--- config.mk ---
export PLATFORM = sky130hd
export DESIGN_NAME = rbs_resolve
export DESIGN_NICKNAME = d
export VERILOG_FILES = /design/src/rtl/ray_box_slab_intersect_defines.svh /design/src/rtl/rbs_pkg.sv /design/src/rtl/rbs_resolve.sv
export SDC_FILE = /design/constraint.sdc
export NUM_CORES = 1
export LEC_CHECK = 0
export BUFFER_PORTS_ARGS = -buffer_cell sky130_fd_sc_hd__buf_2
export CORE_AREA = 3 3 241 243
export DETAILED_ROUTE_END_ITERATION = 8
export DIE_AREA = 0 0 244 246
export PLACE_DENSITY = 0.61
export SETUP_SLACK_MARGIN = 0.1
export SYNTH_ARGS = -nofsm -noshare
export SYNTH_HDL_FRONTEND = slang
export SYNTH_SLANG_ARGS = --single-unit
export TNS_END_PERCENT = 50
--- constraint.sdc ---
create_clock -name vclk -period 24.6
set_input_delay 3.69 -clock vclk [all_inputs]
set_output_delay 3.69 -clock vclk [all_outputs]
set_load 0.02 [all_outputs]
--- src/rtl/ray_box_slab_intersect_defines.svh ---
// ----------------------------------------------------------------------------
// Assertion macros for the slab intersect block
// ----------------------------------------------------------------------------
`ifndef RAY_BOX_SLAB_INTERSECT_DEFINES_SVH
`define RAY_BOX_SLAB_INTERSECT_DEFINES_SVH
// implication checked on every rising clock edge, off during reset
`define RBS_ASSERT_IMP(label, clk, rst, lhs, rhs) \
   label: assert property (@(posedge clk) disable iff (rst) (lhs) |-> (rhs)) \
      else $error("assertion failed");
// next-cycle implication
`define RBS_ASSERT_NXT(label, clk, rst, lhs, rhs) \
   label: assert property (@(posedge clk) disable iff (rst) (lhs) |=> (rhs)) \
      else $error("assertion failed");
`endif

--- src/rtl/rbs_pkg.sv ---
// ----------------------------------------------------------------------------
// rbs_pkg
// Shared widths and types for the ray versus box slab intersect block.
// ----------------------------------------------------------------------------
package rbs_pkg;
   localparam int FracBits  = 12;
   localparam int CoordBits = 16;
   localparam int ExtBits   = 15;
   localparam int NumBits   = CoordBits + 2;              // s - o range
   localparam int DividendBits = NumBits + FracBits;      // 30
   localparam int QuoBits   = DividendBits + 1;           // signed quotient
   localparam int DivSteps  = DividendBits;               // one bit per cell
   localparam int DistBits  = 16;

   typedef logic signed [CoordBits-1:0] coord_type;
   typedef logic signed [QuoBits-1:0]   quo_type;

   // one ray in flight through the divider row
   typedef struct packed {
      logic [2:0]              par_miss;   // parallel axis outside slab
      logic [2:0]              zero_dir;
      logic [2:0]              dir_neg;
      logic [2:0][DividendBits-1:0] rem_a;  // magnitude remainders
      logic [2:0][DividendBits-1:0] rem_b;
      logic [2:0][DividendBits-1:0] num_a;  // dividend magnitude, shifted out
      logic [2:0][DividendBits-1:0] num_b;
      logic [2:0][DividendBits-1:0] quo_a;
      logic [2:0][DividendBits-1:0] quo_b;
      logic [2:0]              sign_a;     // quotient negative
      logic [2:0]              sign_b;
      logic [2:0][CoordBits-1:0] dmag;
   } ray_type;

   typedef struct packed {
      logic                 hit;
      logic [DistBits-1:0]  hit_distance;
      logic [1:0]           face_axis;
      logic                 face_negative;
   } rsp_type;
endpackage

--- src/rtl/rbs_resolve.sv ---
// ----------------------------------------------------------------------------
// rbs_resolve
// Floors the quotients, picks entry and exit, and forms the result.
// ----------------------------------------------------------------------------
module rbs_resolve (
   input  rbs_pkg::ray_type ray,
   output rbs_pkg::rsp_type rsp
);
   localparam int W = rbs_pkg::DividendBits;
   localparam int Q = rbs_pkg::QuoBits;

   function automatic rbs_pkg::quo_type signed_floor(input logic [W-1:0] q,
                                                     input logic [W-1:0] r,
                                                     input logic neg);
      rbs_pkg::quo_type v;
      v = $signed({1'b0, q});
      if (neg) v = -v - ((r != '0) ? Q'(1) : Q'(0));
      return v;
   endfunction

   rbs_pkg::quo_type ta, tb, tn, tf, t_enter, t_exit, t;
   logic found, miss;
   always_comb begin
      t_enter = '0; t_exit = '0; found = 1'b0; miss = |ray.par_miss;
      rsp = '0;
      for (int i = 0; i < 3; i++) begin
         ta = signed_floor(ray.quo_a[i], ray.rem_a[i], ray.sign_a[i]);
         tb = signed_floor(ray.quo_b[i], ray.rem_b[i], ray.sign_b[i]);
         tn = (ta < tb) ? ta : tb;
         tf = (ta < tb) ? tb : ta;
         if (!ray.zero_dir[i]) begin
            if (!found || tn > t_enter) begin
               t_enter = tn;
               rsp.face_axis = 2'(i);
               rsp.face_negative = !ray.dir_neg[i];
            end
            if (!found || tf < t_exit) t_exit = tf;
            found = 1'b1;
         end
      end
      if (!found || t_enter > t_exit || t_exit < Q'(1)) miss = 1'b1;
      t = (t_enter >= Q'(1)) ? t_enter : t_exit;
      if (miss) rsp = '0;
      else begin
         rsp.hit = 1'b1;
         rsp.hit_distance = (t > Q'(65535)) ? 16'hFFFF : t[15:0];
      end
   end
endmodule

# Word-level counts from Yosys, hierarchy flattened
# Cells that the tools add are included.
[classes] add_sub_neg=12 magnitude_cmp=11 muxes=41 reduce_logical=18
[op_table] op="$mux 31" count=23
[op_table] op="$neg 30->31" count=6
[op_table] op="$sub 31x2->31" count=6
[op_table] op="$reduce_bool 30->1" count=6
[op_table] op="$lt 31x31->1" count=5
[op_table] op="$gt 31x31->1" count=3
[op_table] op="$ge 31x2->1 const B" count=1
[op_table] op="$gt 31x17->1 const B" count=1
[op_table] op="$lt 31x2->1 const B" count=1
[op_table] op="$mux 17" count=1
[op_table] op="$mux 16" count=1
[op_table] op="$mux 3" count=5
[op_table] op="$mux 1" count=11
[op_table] op="$logic_or 1x1->1" count=6
[op_table] op="$logic_not 1->1" count=5
[op_table] op="$reduce_or 3->1" count=1
[word_totals] register_bits=0 elab_cells=82

# Depth between registers and ports, before layout
[logic_depth] ltp_word=20 ltp_mapped=82

# Worst setup path after synthesis
# Ideal clock, no wire load.
[synth_path] kind="input-to-output" startpoint="input ray[469] (netlist name)" endpoint="output rsp[5] (netlist name)" arrival_time_ns=18.099 setup_slack_ns=2.811 path_stages=75 cell_sequence="nor4_1 -> nand4_1 -> nor2_1 -> ha_1 -> ha_1 -> inv_1 -> ha_1 -> o21bai_1 -> a21oi_1 -> o21ai_0 -> a211oi_1 -> or3_1 -> a311o_1 -> mux2_2 -> a221oi_1 -> ha_1 -> nand4_1 -> nor3_1 -> [... 39 more ...] -> inv_1 -> ha_1 -> nor2b_1 -> o21a_1 -> o21a_1 -> o21a_1 -> o21ai_0 -> nand3_1 -> a21o_1 -> a21o_1 -> a21o_1 -> a21o_1 -> a2111oi_0 -> a31oi_1 -> nor2_1 -> o211ai_1 -> buf_2 -> a211oi_1"
[synth_rtl] item="from (decl)" line="rbs_resolve.sv:6" source="input rbs_pkg::ray_type ray,"
[synth_rtl] item="to (decl)" line="rbs_resolve.sv:7" source="output rbs_pkg::rsp_type rsp"

==> metrics.md <==
| Metric | Value |
|---|---|
| Synth warnings | 0 |
| Worst Path Required | around 21000 ps |
| Post-Syn Nets | between 4000 and 5000 |
| CP peak stage delay | 890 ps |
| Pre-CTS WS | around 1500 ps |
| # setup viols final | 0 |
| CP Class | in2out |
| Worst Hold Path Cells | 5 |
| Via count | 26100 |
| Max cap viols | 0 |
| Row cnt | 87 |
| Post-CTS Setup Inserts | 0 |
| RSZ-0062 raised after global routing | false |
| DRT Wirelength | 84.7 mm |
| Fillers | 6054 |
| Initial core utilization | 41.0% |
| Slowest cell on the critical path | nor4bb_1 |
| Largest net degree at the start of global routing | 55 |
| Sequential fraction of the synthesis area | 0% |
| Core area | 0.0562 sq mm |
| Startpoint Class | input pin |
| DR WL/cell | 19.1 microns |
| Fmax | 0.0425 GHz |
| Slew Limit Headroom | 30.9% |
| Leak | 0.0130 uW |
| Synth Instances | 3367 |
| Syn Std Cell Area | 0.0231 sq mm |
| # hold bufs at CTS | 0 |
| Hold Startpoint | ray[596] |
| Most area-consuming cells after synthesis | ha_1, mux2i_1, a21oi_1 |
| Multi-input gate area | 0.0211 sq mm |
| Hold slack | 7810 ps |
| Post-DP HPWL | 73.2 mm |
| Via density | 5.88 |
| Pins Over Slew Limit | 0 |
| Initial DRT Pass Iterations | 5 |
| Layout cells sized above 1 | around 15% |
| I/O pin cnt | 623 |
| Grt ovf | 0 |
| Hold Path Class | in2out |
| Pwr dens | 63.8 mW/mm^2 |
| Synth-to-Final Area Change | 11.6% |
| Core Util, Final | 45.8% |
| Cell taking the most area after synthesis | ha_1 |
| I/O Buffers | approximately 400 |
| Critical path capture point type | output port |
| Final Cycle Share | 95.6% |
| Crit path max fanout | 24 |
| First-pass GRT wire length | 128 mm |
| Worst Tran Pin Value | about 1000 ps |
| Clock buffers | 0 |
| Hold Fails Final Rpt | 0 |
| Vias in the first global route | 23200 |
| GPL Wtd Cong | 1.04 |
| Routed Antenna Nets | 0 |
| Reg area | 0 sq um |
| FF+latch count | 0 |
| Setup slack after layout | between 1000 and 1500 ps |
| Worst hold path endpoint | rsp[0] |
| Fin Setup TNS | 0 ps |
| Critical path arrival | ~20000 ps |
| Share of the synthesized area in the top cell type | 23.7% |
| Status | completed |
| DRT iter0 DRCs | 2027 |
| Antenna diodes | 0 |
| VDD IR max | approximately 0.000034 V |
| Die height | 246 microns |
| GRT Resource Usage Total | a little over a quarter |
| Residual DRC | 0 |
| Syn avg cell area | around 6.8 sq um |
| Yosys cell types | 106 |
| Tot Pwr | 1640 uW |
| Die W | between 200 and 250 microns |
| Die Area | 0.0600 sq mm |
| Antenna violations before repair | 1 |
| Minimum clock period | 23530 ps |
| Nets | between 4000 and 5000 |
-- how the worst max path moves through the flow --
stage	from	to	slack, ps	depth (start not counted)
floorplan	ray[469]	rsp[5]	2810	75
global placement	ray[535]	rsp[6]	1550	71
detailed placement	ray[535]	rsp[6]	1500	71
CTS	ray[535]	rsp[6]	1450	71
global route	ray[508]	rsp[18]	150	72
finish	ray[535]	rsp[12]	1070	69
-- Yosys cell counts (9+ instances only) --
master,n
mux2_2,21
xor2_1,33
nor3b_1,9
mux2i_1,184
nor3_1,73
buf_4,11
nor2_1,255
or4_1,11
a31o_2,10
a311oi_1,9
o2111ai_1,16
buf_1,22
or3_1,32
a2111oi_0,16
inv_1,351
xnor2_1,80
a21oi_1,310
nor2b_1,34
o21a_1,65
nor4_1,70
ha_1,437
a21boi_0,14
a21o_1,118
nand4_1,72
and2_1,33
o31ai_1,12
a211o_1,10
nand3_1,68
o21bai_1,27
nand2_1,239
or2_2,14
o21ai_0,217
o211a_1,12
buf_2,12
and3_1,25
a31oi_1,37
o211ai_1,59
nand2b_1,29
clkbuf_1,67
o21ai_1,22
o31a_1,11
and4_1,13
a211oi_1,41
-- cells in the final DEF, fill, tap and decap left out, types with 13 or more instances in the layout --
| master | synthesis | layout |
|---|---|---|
| o21ai_0 | 217 | 217 |
| o21a_1 | 65 | 65 |
| xnor2_1 | 80 | 80 |
| and4_1 | 13 | 13 |
| nor2_1 | 255 | 255 |
| or2_2 | 14 | 14 |
| a2111oi_0 | 16 | 16 |
| nor4_1 | 70 | 70 |
| or3_1 | 32 | 31 |
| nand4_1 | 72 | 72 |
| a211oi_1 | 41 | 41 |
| nand2b_1 | 29 | 29 |
| xor2_1 | 33 | 33 |
| buf_4 | 11 | 44 |
| o21ai_1 | 22 | 22 |
| a21o_1 | 118 | 118 |
| nor3_1 | 73 | 72 |
| o21bai_1 | 27 | 27 |
| nand2_1 | 239 | 239 |
| nand3_1 | 68 | 68 |
| mux2_2 | 21 | 21 |
| and3_1 | 25 | 25 |
| a21oi_1 | 310 | 309 |
| a21boi_0 | 14 | 14 |
| o211ai_1 | 59 | 59 |
| inv_1 | 351 | 351 |
| and2_1 | 33 | 33 |
| nor2b_1 | 34 | 34 |
| o2111ai_1 | 16 | 16 |
| mux2i_1 | 184 | 183 |
| a31oi_1 | 37 | 37 |
| ha_1 | 437 | 437 |
| buf_2 | 12 | 395 |
-- final cells by class --
cell class | count | area share (%)
inverters | 353 | 5.15
multi-input cells | 2888 | 82.1
well taps | 756 | 3.68
repair buffers | 440 | 9.04
-- worst max-delay path: cells and delay by family --
kind	cells	cell delay, ps
buf+inv	10	1960
mux	1	570
compound gates	33	6840
simple gates	17	4680
fa+ha+maj	7	1740
xor+xnor	1	290
-- per-layer routing --
layer,share of wire (%),GRT usage [%],vias to the layer above
met5,0.015,0,-
met4,2.6,5.77,2
met3,7.7,2.13,91
met2,43,42.8,1006
met1,46,37.9,11800
li1,-,-,13200
-- kinds of logic (layout without fill, tap and decap cells) --
kind of cell             Yosys count  count (layout)  share of synthesized area [%]
AO/OA/AOI/OAI                   1120            1120                           32.3
XOR/XNOR                         113             113                           4.29
adder cells (fa/ha/maj)          438             438                           23.8
buffers and inverters            479             793                           8.45
multiplexers                     205             205                           9.01
AND/OR/NAND/NOR                 1012            1012                           22.2
-- per-stage QoR --
stage          std cells  instance area (sq um)
2_1_floorplan       3367                  23100
3_5_place_dp        4437                  25700
4_1_cts             4437                  25700
5_1_grt             4437                  25700
6_report            4437                  25700
3_3_place_gp        4437                  25700
-- power breakdown --
part | total, uW | switching [uW] | internal, uW
registers | 0 | 0 | 0
logic | 1640 | 1010 | 633
clock network | 0 | 0 | 0
total | 1640 | 1010 | 633
-- what timing repair did --
action	in CTS	in global routing
gates resized for setup	0	1
hold endpoints to repair	0	0
endpoints found under the setup margin	0	5
(Power assumes the default switching activity.)
