<file path="config.mk">
export PLATFORM = sky130hd
export DESIGN_NAME = rbs_div_cell
export DESIGN_NICKNAME = d
export VERILOG_FILES = /design/src/rtl/ray_box_slab_intersect_defines.svh /design/src/rtl/rbs_pkg.sv /design/src/rtl/rbs_div_cell.sv
export SDC_FILE = /design/constraint.sdc
export NUM_CORES = 1
export LEC_CHECK = 0
export CAP_MARGIN = 20
export CORE_AREA = 3 3 477 479
export DETAILED_ROUTE_END_ITERATION = 16
export DIE_AREA = 0 0 480 482
export DONT_BUFFER_PORTS = 1
export PLACE_DENSITY = 0.35
export SLEW_MARGIN = 40
export SYNTH_ARGS = -nofsm -noshare
export SYNTH_HDL_FRONTEND = slang
export SYNTH_SLANG_ARGS = --single-unit
</file>
<file path="constraint.sdc">
create_clock -name clock -period 3.5 [get_ports clock]
set_input_delay 0.7 -clock clock [delete_from_list [all_inputs] [get_ports clock]]
set_output_delay 0.7 -clock clock [all_outputs]
set_load 0.05 [all_outputs]
</file>
<file path="src/rtl/ray_box_slab_intersect_defines.svh">
// ----------------------------------------------------------------------------
// Assertion macros for the slab intersect block
// ----------------------------------------------------------------------------
`ifndef RAY_BOX_SLAB_INTERSECT_DEFINES_SVH
`define RAY_BOX_SLAB_INTERSECT_DEFINES_SVH
// implication checked on every rising clock edge, off during reset
`define RBS_ASSERT_IMP(label, clk, rst, lhs, rhs) \
   label: assert property (@(posedge clk) disable iff (rst) (lhs) |-> (rhs)) \
      else $error("assertion failed");
// next-cycle implication
`define RBS_ASSERT_NXT(label, clk, rst, lhs, rhs) \
   label: assert property (@(posedge clk) disable iff (rst) (lhs) |=> (rhs)) \
      else $error("assertion failed");
`endif

</file>
<file path="src/rtl/rbs_pkg.sv">
// ----------------------------------------------------------------------------
// rbs_pkg
// Shared widths and types for the ray versus box slab intersect block.
// ----------------------------------------------------------------------------
package rbs_pkg;
   localparam int FracBits  = 12;
   localparam int CoordBits = 16;
   localparam int ExtBits   = 15;
   localparam int NumBits   = CoordBits + 2;              // s - o range
   localparam int DividendBits = NumBits + FracBits;      // 30
   localparam int QuoBits   = DividendBits + 1;           // signed quotient
   localparam int DivSteps  = DividendBits;               // one bit per cell
   localparam int DistBits  = 16;

   typedef logic signed [CoordBits-1:0] coord_type;
   typedef logic signed [QuoBits-1:0]   quo_type;

   // one ray in flight through the divider row
   typedef struct packed {
      logic [2:0]              par_miss;   // parallel axis outside slab
      logic [2:0]              zero_dir;
      logic [2:0]              dir_neg;
      logic [2:0][DividendBits-1:0] rem_a;  // magnitude remainders
      logic [2:0][DividendBits-1:0] rem_b;
      logic [2:0][DividendBits-1:0] num_a;  // dividend magnitude, shifted out
      logic [2:0][DividendBits-1:0] num_b;
      logic [2:0][DividendBits-1:0] quo_a;
      logic [2:0][DividendBits-1:0] quo_b;
      logic [2:0]              sign_a;     // quotient negative
      logic [2:0]              sign_b;
      logic [2:0][CoordBits-1:0] dmag;
   } ray_type;

   typedef struct packed {
      logic                 hit;
      logic [DistBits-1:0]  hit_distance;
      logic [1:0]           face_axis;
      logic                 face_negative;
   } rsp_type;
endpackage

</file>
<file path="src/rtl/rbs_div_cell.sv">
// ----------------------------------------------------------------------------
// rbs_div_cell
// One restoring-division step for all six quotients of a ray.
// ----------------------------------------------------------------------------
module rbs_div_cell (
   input  logic             clock,
   input  logic             reset,
   input  logic             advance,
   input  logic             valid_in,
   input  rbs_pkg::ray_type ray_in,
   output logic             valid_out,
   output rbs_pkg::ray_type ray_out
);
   localparam int W = rbs_pkg::DividendBits;
   logic             valid_ff;
   rbs_pkg::ray_type ray_ff, ray_in_c;

   function automatic void step(input logic [W-1:0] rem, input logic [W-1:0] num,
                                input logic [W-1:0] quo,
                                input logic [rbs_pkg::CoordBits-1:0] d,
                                output logic [W-1:0] rem_o, output logic [W-1:0] num_o,
                                output logic [W-1:0] quo_o);
      logic [W:0] trial;
      logic [W:0] diff;
      trial = {rem, num[W-1]};
      diff  = trial - {{(W+1-rbs_pkg::CoordBits){1'b0}}, d};
      num_o = {num[W-2:0], 1'b0};
      if (!diff[W]) begin
         rem_o = diff[W-1:0];
         quo_o = {quo[W-2:0], 1'b1};
      end else begin
         rem_o = trial[W-1:0];
         quo_o = {quo[W-2:0], 1'b0};
      end
   endfunction

   always_comb begin
      ray_in_c = ray_in;
      for (int i = 0; i < 3; i++) begin
         step(ray_in.rem_a[i], ray_in.num_a[i], ray_in.quo_a[i], ray_in.dmag[i],
              ray_in_c.rem_a[i], ray_in_c.num_a[i], ray_in_c.quo_a[i]);
         step(ray_in.rem_b[i], ray_in.num_b[i], ray_in.quo_b[i], ray_in.dmag[i],
              ray_in_c.rem_b[i], ray_in_c.num_b[i], ray_in_c.quo_b[i]);
      end
   end

   always_ff @(posedge clock) begin
      if (reset) valid_ff <= 1'b0;
      else if (advance) valid_ff <= valid_in;
      if (advance) ray_ff <= ray_in_c;
   end

   assign valid_out = valid_ff;
   assign ray_out   = ray_ff;
endmodule

</file>
## Yosys cells after proc, flatten, opt, wreduce, memory -nomap -nowiden

Index checks and enable logic that the tools add are counted.

- Multiplexer cells: 12
- $add $sub $neg: 6

Operator list:

| kind | number |
|---|---|
| 31-bit by 16-bit subtractor with 31-bit output | 6 |
| 30-bit 2-to-1 mux | 6 |
| 1-bit 2-to-1 mux | 6 |

- Word-level logic and storage cells: 45
- Output and inout bits: 604
- Register bits: 598

## Depth between registers and ports, before layout

Gate-level depths: netlist of the first run.

- Depth after elaboration: 2
- Mapped depth: 13
- Depth with buffers taken out: 12

## Worst setup path before layout of the first run

Ideal clock, no wire load.

- Kind: input -> register
- Start point: in ray_in[47] (netlist name)
- End point: reg ray_ff, in the netlist ray_out[564] (data pin)
- Setup slack: -0.067 ns
- Data required time: 3.240 ns
- Arrival: 3.307 ns
- Stages on the path: 11
- Cell sequence: inv_1 ha_1 a2111oi_0 nand3_1 nor4bb_1 nand2_1 a31o_2 xnor2_2 buf_2 buf_2 o21ai_0

RTL lines:

| what | line | source |
|---|---|---|
| start, declared | rbs_div_cell.sv:10 | `input rbs_pkg::ray_type ray_in,` |
| end signal, assigned | rbs_div_cell.sv:50 | `if (advance) ray_ff <= ray_in_c;` |
| end, declared | rbs_div_cell.sv:16 | `rbs_pkg::ray_type ray_ff, ray_in_c;` |

==> results of run 1 <==
## synth_stat cells, types with 7 or more instances
cell type / count
edfxtp_1: 597
nor3b_1: 7
nand4_1: 9
or4_1: 14
nand3_1: 17
a211oi_1: 12
mux2_2: 26
xor2_1: 98
o31ai_1: 9
nand2b_1: 28
or3_1: 21
a31oi_1: 14
o21bai_1: 7
nand2_1: 123
or2_2: 10
nor3_1: 56
ha_1: 96
nor2_1: 76
o21ai_0: 100
a21o_1: 33
o211ai_1: 9
a21oi_1: 72
clkbuf_1: 25
o21a_1: 18
buf_4: 7
inv_1: 71
and3_1: 9
nor4_1: 25
xnor2_1: 59
nor2b_1: 11
## what timing repair did
action                                 CTS  global route
hold buffers                           379             0
endpoints found under the hold margin  380             0
buffers inserted                         0             0
resized for setup                        0             0
## cell usage in the layout (no fill, tap or decap), types with 8 or more instances in the layout
cell	instances
edfxtp_1	597
dlygate4sd3_1	379
buf_4	180
nand2_1	123
o21ai_0	100
xor2_1	97
ha_1	96
clkbuf_16	82
nor2_1	76
inv_1	71
a21oi_1	71
xnor2_1	58
nor3_1	56
diode_2	34
a21o_1	33
nand2b_1	28
mux2_2	26
nor4_1	25
buf_16	23
or3_1	21
o21a_1	18
nand3_1	17
or4_1	14
a31oi_1	14
a211oi_1	12
nor2b_1	11
or2_2	10
clkinv_4	10
and3_1	9
o211ai_1	9
nand4_1	9
o31ai_1	9
clkinv_2	9
clkinvlp_4	9
buf_12	9
bufinv_16	8
inv_6	8
clkinv_1	8
## routing by layer
layer  track usage (%)  wire, um
met3              6.41     18200
met4              4.61      6120
met1              12.8     53700
met5                 0       145
met2              22.9     77800
## kinds of logic after synthesis
logic type / share of synthesized area [%]
DFF: 69.6
and+or+nand+nor: 8.44
AOI/OAI and AO/OA: 8.41
xor gates and xnor gates: 5.39
buffers and inverters: 1.75
adders and majority gates: 5.12
muxes: 1.29
other: 0.0145
## power by group through the flow
stage          logic (W)  registers, W  clock network [W]
2_1_floorplan   0.000977        0.0111                  0
3_3_place_gp     0.00154        0.0118                  0
3_5_place_dp     0.00197        0.0117                  0
4_1_cts          0.00241        0.0115            0.00925
5_1_grt          0.00260        0.0115            0.00948
6_report         0.00236        0.0115            0.00877
## registers in the layout, indices dropped and copies added (netlist names)
| name | count |
|---|---|
| ray_out | 597 |
| valid_out | 1 |
## per-stage QoR
step / utilization, % / hold WS (ps) / total power [W] / worst slack [ps] / instance area [um^2]
2_1_floorplan: - / 733 / 0.0121 / 9.11 / 25800
3_3_place_gp: 13.8 / 764 / 0.0134 / -226 / 30900
3_5_place_dp: 14.1 / 770 / 0.0136 / -279 / 31600
4_1_cts: 17.0 / 0.155 / 0.0232 / 555 / 38200
5_1_grt: 17.1 / 31.4 / 0.0236 / 257 / 38200
6_report: 17.1 / 108 / 0.0226 / 425 / 38300
## worst max-delay path: cells and delay by family
| kind | cells | cell delay (ps) |
|---|---|---|
| adder cells (fa/ha/maj) | 2 | 620 |
| AO/OA/AOI/OAI | 3 | 730 |
| AND/OR/NAND/NOR | 3 | 990 |
| XOR/XNOR | 2 | 260 |
| buffers and inverters | 2 | 230 |
## path summary, 6_finish.rpt
path	from	to	slack [ps]
setup / recovery	ray_in[353]	ray_out[523]$_DFFE_PP_	420
hold / removal	ray_in[275]	ray_out[276]$_DFFE_PP_	110
setup reg to reg	valid_out$_SDFFE_PP0P_	valid_out$_SDFFE_PP0P_	2570
hold reg to reg	valid_out$_SDFFE_PP0P_	valid_out$_SDFFE_PP0P_	770
## final cells by class
type                            instances  share of cell area [%]
Clock buffer                           90                    5.47
Clock inverter                         58                    1.81
Inverter                               73                   0.716
Multi-Input combinational cell       1059                    19.5
Antenna cell                           34                   0.222
Tap cell                             2992                    9.78
Timing Repair Buffer                  593                    15.6
Sequential cell                       598                    46.9
==> out/results.tsv, run 1 <==
metric	value	unit
slew_violations	0	
worstSetupEndpointType	flip-flop	
sequentialPowerShare	50.7	%
synthArstFlopShare	0	%
outcome	finished, final reports clean	
vias_per_cell	3.34	
fp.dieH	482	um
ios	1211	
clkTransAtPathRegs	60	ps
synth_cells	1763	
synth_cell_types	72	
areaGrowthSynthToFinish	48.4	%
hpwlAfterDp	130000	um
drtPass1Iterations	5	
tritoncts	yes	
antenna_found_initial	78	
place_inst	4936	
port_buffers	0	
wl_per_cell	28.4	um
synth.avg_cell_area	14.6	um^2
grt_pass1_vias	18500	
worst_path_max_delay_cell	or3b_1	
min_path_cells	0	
worst_pin_slew	957	ps
grt_start_max_net_pins	124	
clockBufferDepth	3	
slew_headroom	36.3	%
nets	3116	
routabilityCongestion	0.881	
crit_chain	inv_1 -> ha_1 -> fa_1 -> nor2b_1 -> o31a_1 -> o22ai_1 -> o311ai_0 -> buf_4 -> xor2_2 -> or3b_1 -> nor4_1 -> xor2_1	
skew	0	ps
overflow	0	
power_leakage	13.5	nW
drc	0	
clk_latency	710	ps
die-area	231000	um^2
required	3960	ps
p_int	0.0148	W
start_util	11.5	%
ys_warn_count	0	
worstSetupStartpointType	input port	
instances_no_fill	5497	
cts.sinks	598	
ys.flop_type	edfxtp_1	
yosysTopAreaCell	edfxtp_1	
numCtsBuffers	82	
totalWireLength	156000	um
fillers	24400	
grt_usage	12.8	%
ys_ff_latch	598	
vias	18300	
comb_power_share	10.4	%
fmax	325	MHz
cap_violations	0	
r2r_cells	2	
max-vdd-ir-drop	0.384	mV
fp-row-count	174	
drive_gt1_share	16.3	%
synthTopCellsByArea	edfxtp_1 70%, ha_1 4.7%, xor2_1 3.3%, xnor2_1 2.0%, o21ai_0 1.9%	
post-route-min-period	3080	ps
path_max_fanout	6	
swShare	34.4	%
worstPathArrival	3540	ps
die_x	480	um
period_share	87.9	%
core	224000	um^2
root_buffer	clkbuf_16	
synth_area	25800	um^2
finalHoldViolations	0	
multi_input_area	7440	um^2
ant_nets	0	
tns	0	ps
ctsHtreeMaxLevel	3	
worstHoldPathType	in -> reg	
slowest_delay	510	ps
setup_viol	0	
worst-setup-path-type	in -> reg	
rsz0062_at_grt	false	
regArea	17900	um^2
synth-edff-count	597	
synth.yosys.seq_area_share	69.6	%
p_switching	0.00777	W
drt_iter0_drc	1073	
synth.top_cell.area_share	69.5	%
power.density	590	nW/um^2
grt_pass1_wl	194000	um
power_frac_clock	38.8	%
(Power assumes the default switching activity.)
==> run 2, diff against run 1 <==
--- a/config.mk
+++ b/config.mk
@@ -6,11 +6,13 @@
 export NUM_CORES = 1
 export LEC_CHECK = 0
 export CAP_MARGIN = 20
-export CORE_AREA = 3 3 477 479
+export CELL_PAD_IN_SITES_DETAIL_PLACEMENT = 0
+export CELL_PAD_IN_SITES_GLOBAL_PLACEMENT = 1
+export CORE_AREA = 3 3 468 470
 export DETAILED_ROUTE_END_ITERATION = 16
-export DIE_AREA = 0 0 480 482
+export DIE_AREA = 0 0 471 473
 export DONT_BUFFER_PORTS = 1
-export PLACE_DENSITY = 0.35
+export PLACE_DENSITY = 0.4
 export SLEW_MARGIN = 40
 export SYNTH_ARGS = -nofsm -noshare
 export SYNTH_HDL_FRONTEND = slang
==> out/results.tsv, run 2 (same netlist as run 1, synthesis figures left out) <==
metric	value	unit	change
cts.sinks	598		unchanged
ios	1211		unchanged
final_core_util	16.6	%	-0.44 points
slew_headroom	37.3	%	+0.94 points
final_common_cell	edfxtp_1		
grt_pass1_vias	17800		-3.8%
start_util	12.0	%	+0.49 points
design_area	35700	um^2	-6.6%
fp-row-count	170		-2.3%
worst_path_max_delay_cell	or3b_1		
multi_input_area	7450	um^2	+0.13%
power.density	616	nW/um^2	+4.4%
tns	0	ps	unchanged
ant_nets	0		unchanged
wl_met2	69100	um	-11%
die-area	223000	um^2	-3.7%
drc	0		unchanged
finalHoldViolations	0		unchanged
cp_top_family	simple AND/OR/NAND/NOR gates		
routabilityCongestion	0.790		-10%
totalWireLength	139000	um	-11%
dpl-instance-area	31300	um^2	-0.82%
fin_ws	338	ps	-86.8 ps
largest_register_ffs	597		unchanged
grt_pass1_wl	177000	um	-9.1%
fp.dieH	473	um	-1.9%
max-vdd-ir-drop	0.363	mV	-5.5%
period_share	90.3	%	+2.5 points
pre_cts_ws	-474	ps	-196 ps
post_cts_resized	0		unchanged
power_leakage	12.6	nW	-6.5%
min_path_cells	0		unchanged
hpwlAfterDp	115000	um	-11%
slew_violations	0		unchanged
vias_per_cell	3.38		+1.2%
vias	17400		-5.3%
fmax	316	MHz	-2.7%
regArea	17900	um^2	unchanged
outcome	finished, final reports clean		
highest_layer	met5		
rsz0062_at_grt	false		
worstSetupStartpointType	input port		
drive_gt1_share	18.8	%	+2.5 points
path_max_fanout	6		unchanged
ctsHtreeMaxLevel	3		unchanged
slowest_delay	500	ps	about the same
overflow	0		unchanged
fillers	23600		-3.2%
worst-path-stages	12		unchanged
drtPass1Iterations	5		unchanged
numCtsBuffers	78		-4.9%
worst_pin_slew	943	ps	-14.1 ps
whs	112	ps	+4.26 ps
antenna_found_initial	82		+5.1%
setup_viol	0		unchanged
r2r_cells	2		unchanged
grt_usage	11.9	%	-0.91 points
tritoncts	yes		
clkTransAtPathRegs	60	ps	about the same
skew	0	ps	unchanged
required	3910	ps	-50 ps
crit_buf_inv	2		unchanged
crit_chain	inv_1 -> ha_1 -> fa_1 -> nor2b_1 -> o31a_1 -> o22ai_1 -> o311ai_0 -> buf_4 -> xor2_2 -> or3b_1 -> nor4_1 -> xor2_1		
wl_met3	20200	um	+11%
clk_latency	650	ps	-60 ps
areaGrowthSynthToFinish	38.6	%	
worstHoldPathType	in -> reg		
layout_common_cells	597 x edfxtp_1, 233 x buf_4, 164 x dlygate4sd3_1		
worstPathArrival	3570	ps	+30 ps
die_x	471	um	-1.9%
grt_start_max_net_pins	134		+8.1%
core	215000	um^2	-4.1%
worstSetupEndpointType	flip-flop		
nets	2932		-5.9%
wl_per_cell	27.0	um	-4.6%
clockBufferDepth	3		unchanged
worst-setup-path-type	in -> reg		
port_buffers	0		unchanged
root_buffer	clkbuf_16		
post-route-min-period	3160	ps	+86.8 ps
cap_violations	0		unchanged
drt_iter0_drc	937		-13%
wl_met1	46100	um	-14%
run 2: cell types whose count changed in the layout (fill, tap and decap cells not counted), moves of 4 or more:
cell           before  now
buf_16             23    9
clkinvlp_4          9    4
clkbuf_1            7   11
buf_4             180  233
dlygate4sd3_1     379  164
diode_2            34   17
run 2: final timing paths:
path         slack, ps                      to                   start
max reg2reg       2540  valid_out$_SDFFE_PP0P_  valid_out$_SDFFE_PP0P_
min reg2reg        800  valid_out$_SDFFE_PP0P_  valid_out$_SDFFE_PP0P_
max                340  ray_out[533]$_DFFE_PP_             ray_in[353]
min                110  ray_out[336]$_DFFE_PP_             ray_in[335]
run 2: layout make-up:
cell class / count / area share, %
Timing Repair Buffer: 413 / 10.6
Tap cell: 2838 / 9.93
Clock inverter: 54 / 1.91
Antenna cell: 17 / 0.119
Multi-Input combinational cell: 1059 / 20.9
Clock buffer: 90 / 5.65
Inverter: 73 / 0.767
Sequential cell: 598 / 50.2
run 2: layer usage:
metal	up-vias	global-route usage, %
li1	7675	-
met1	8452	11.6
met2	988	20.7
met3	202	7.69
met4	48	3.28
met5	-	0
run 2: power breakdown:
| group | switching (W) | leakage [nW] | internal (W) | total, W |
|---|---|---|---|---|
| registers | 0.00276 | 5.85 | 0.00869 | 0.0114 |
| logic | 0.00108 | 5.43 | 0.000935 | 0.00202 |
| clock network | 0.00353 | 1.30 | 0.00503 | 0.00856 |
| total | 0.00737 | 12.6 | 0.0147 | 0.0220 |
run 2: per-stage QoR:
| step | power (W) | std cells |
|---|---|---|
| floorplan | 0.0121 | 1768 |
| global placement | 0.0133 | 4807 |
| detailed placement | 0.0135 | 4816 |
| CTS | 0.0226 | 5124 |
| global route | 0.0230 | 5132 |
| finish | 0.0220 | 5142 |
run 2: what timing repair did:
| action | in CTS | in global routing |
|---|---|---|
| hold buffers | 164 | 0 |
| setup buffers | 0 | 0 |
| hold endpoints to repair | 164 | 0 |
run 2: worst register-to-register path, stage by stage (launching register included):
cell,delay (ps)
dfxtp_1,640
mux2i_1,150
nor2_1,110
==> run 3, diff against run 2 <==
--- a/config.mk
+++ b/config.mk
@@ -5,14 +5,16 @@
 export SDC_FILE = /design/constraint.sdc
 export NUM_CORES = 1
 export LEC_CHECK = 0
+export ABC_AREA = 1
 export CAP_MARGIN = 20
 export CELL_PAD_IN_SITES_DETAIL_PLACEMENT = 0
 export CELL_PAD_IN_SITES_GLOBAL_PLACEMENT = 1
-export CORE_AREA = 3 3 468 470
+export CORE_AREA = 3 3 465 467
 export DETAILED_ROUTE_END_ITERATION = 16
-export DIE_AREA = 0 0 471 473
+export DIE_AREA = 0 0 468 470
 export DONT_BUFFER_PORTS = 1
-export PLACE_DENSITY = 0.4
+export GPL_TIMING_DRIVEN = 0
+export PLACE_DENSITY = 0.45
 export SLEW_MARGIN = 40
 export SYNTH_ARGS = -nofsm -noshare
 export SYNTH_HDL_FRONTEND = slang
==> out/results.tsv, run 3 <==
metric	value	unit	change
fp.dieH	470	um	-0.63%
vias	25600		+48%
drc	0		unchanged
fp-row-count	169		-0.59%
grt_pass1_vias	24200		+36%
skew	0	ps	unchanged
min-delay-start	ray_in[212]		
required	4020	ps	+110 ps
ctsHtreeMaxLevel	3		unchanged
yosysMostFrequentCell	nand2_1		
swShare	36.6	%	+3.2 points
synth.yosys.seq_area_share	58.5	%	-11 points
antenna_found_initial	181		+120%
ys_ff_latch	598		unchanged
core	212000	um^2	-1.3%
startpoint	ray_in[45]		
worstSetupStartpointType	input port		
synth.avg_cell_area	9.24	um^2	-37%
power_leakage	16.6	nW	+32%
finalHoldViolations	0		unchanged
die_x	468	um	-0.64%
synth.top_cell.area_share	58.4	%	-11 points
postCtsSetupRepairBufs	0		unchanged
slew_headroom	41.8	%	+4.5 points
layout_common_cells	1,265 x nand2_1, 597 x edfxtp_1, 449 x inv_1		
ant_nets	1		+1
synthTopCellsByArea	edfxtp_1 58%, nand2_1 15%, nand3_1 5.8%, inv_1 5.5%, ha_1 3.9%		
r2r_setup_slack	2570	ps	+30 ps
grt_pass1_wl	254000	um	+44%
synth_cell_types	36		-50%
p_switching	0.00827	W	+12%
sequentialPowerShare	51.0	%	-1.0 points
worstSetupEndpointType	flip-flop		
path_max_fanout	10		+4
areaGrowthSynthToFinish	29.9	%	
max-vdd-ir-drop	0.340	mV	-6.5%
min_path_cells	0		unchanged
worstPathArrival	3170	ps	-400 ps
cts-hold-fix-buffers	227		+38%
comb_power_share	11.4	%	+2.2 points
p_int	0.0143	W	-2.4%
routabilityCongestion	0.928		+17%
vias_per_cell	3.88		+15%
clk_latency	700	ps	+50 ps
period_share	75.8	%	-15 points
ios	1211		unchanged
root_buffer	clkbuf_16		
overflow	0		unchanged
nets	4367		+49%
yosysTopAreaCell	edfxtp_1		
r2r_cells	2		unchanged
rsz0062_at_grt	false		
die-area	220000	um^2	-1.3%
regToRegEndpoint	valid_out$_SDFFE_PP0P_		
port_buffers	0		unchanged
power	0.0226	W	+2.5%
tns	0	ps	unchanged
cts.sinks	598		unchanged
final_common_cell	nand2_1		
drt_iter0_drc	2279		+140%
outcome	finished with violations		
violations	antenna rules		
grt_start_max_net_pins	599		+350%
drtPass1Iterations	5		unchanged
totalWireLength	203000	um	+46%
synthArstFlopShare	0	%	unchanged
clockBufferDepth	3		unchanged
synth_common_cells	1,265 x nand2_1, 597 x edfxtp_1, 449 x inv_1		
post_cts_resized	0		unchanged
worst-setup-path-type	in -> reg		
hold_end	ray_out[213]$_DFFE_PP_		
ys.flop_type	edfxtp_1		
ys_warn_count	0		unchanged
cap_violations	0		unchanged
power.density	566	nW/um^2	-8.1%
largest_register_ffs	597		unchanged
synth_cells	3322		+88%
start_util	14.5	%	+2.5 points
numCtsBuffers	79		+1.3%
grt_usage	17.7	%	+5.8 points
power_frac_clock	37.6	%	-1.3 points
post-route-min-period	2650	ps	-509 ps
setup_viol	0		unchanged
fillers	23500		-0.40%
clkTransAtPathRegs	60	ps	about the same
fmax	377	MHz	+19%
synth-edff-count	597		unchanged
tritoncts	yes		
rr_startpoint	valid_out$_SDFFE_PP0P_		
worstHoldPathType	in -> reg		
wl_per_cell	30.7	um	+14%
synth_area	30700	um^2	+19%
slew_violations	0		unchanged
drive_gt1_share	7.09	%	-12 points
hpwlAfterDp	173000	um	+50%
worst_pin_slew	875	ps	-68.1 ps
-- run 3: cell families after synthesis --
| logic type | count (synthesis) | synth area share (%) |
|---|---|---|
| simple gates | 1964 | 27.1 |
| flops | 598 | 58.5 |
| buf+inv | 491 | 6.53 |
| fa+ha+maj | 102 | 4.30 |
| compound gates | 99 | 1.70 |
| xor+xnor | 66 | 1.88 |
| other cells | 1 | 0.0122 |
| mux | 1 | 0.0326 |
-- run 3: how the worst max path moves through the flow --
stage / endpoint / slack [ps] / depth (start not counted)
floorplan: ray_out[484]$_DFFE_PP_ / 930 / 14
global placement: ray_out[478]$_DFFE_PP_ / 140 / 11
detailed placement: ray_out[568]$_DFFE_PP_ / 180 / 11
CTS: ray_out[518]$_DFFE_PP_ / 990 / 11
global route: ray_out[478]$_DFFE_PP_ / 750 / 11
finish: ray_out[483]$_DFFE_PP_ / 850 / 14
-- run 3: power groups by stage --
| stage | logic [W] | clock network, W | registers (W) |
|---|---|---|---|
| CTS | 0.00242 | 0.00888 | 0.0116 |
| global route | 0.00290 | 0.00913 | 0.0116 |
| global placement | 0.00195 | 0 | 0.0118 |
| detailed placement | 0.00211 | 0 | 0.0117 |
| floorplan | 0.00137 | 0 | 0.0112 |
| finish | 0.00258 | 0.00848 | 0.0115 |
-- run 3: area by class of cell --
cell class	count	area (um^2)	area share [%]
antenna	58	145	0.364
buffer	42	319	0.800
clock buffer	91	2040	5.12
clock inverter	55	561	1.41
inverter	449	1690	4.23
multi-input combinational	2238	10800	27.0
sequential	598	17900	45.0
tap	2821	3530	8.85
timing repair buffer	250	2880	7.22
-- run 3: metal layers --
layer	routed length, um	share of wire [%]	vias to the layer above	track usage (%)
met1	86000	42	12200	22.3
li1	-	-	11600	-
met3	23800	12	363	8.48
met4	6850	3.4	30	5.77
met5	221	0.11	-	0
met2	85900	42	1412	26.4
-- run 3: stage by stage --
step                      utilization (%)  instances  cell area (um^2)  setup WS [ps]  hold WS [ps]
final                                18.8       6602             39900            847          84.4
after global routing                 18.8       6567             39800            745          17.8
after CTS                            18.6       6534             39500            990        0.0459
after detailed placement             16.3       6161             34600            184           759
after global placement               16.1       6148             34200            141           754
after floorplan                         -       3327             30700            934           733
-- run 3: worst max-delay path, cell delays in order --
cell and delay (ps):
inv_1 180, ha_1 350, nand2_1 160, inv_1 80, nand2_1 70, nand2_1 120
a21oi_1 200, nand2_1 120, nand2_2 120, nand3_1 320, nand2_2 260, buf_6 190
nand2_1 70, nand2_1 210
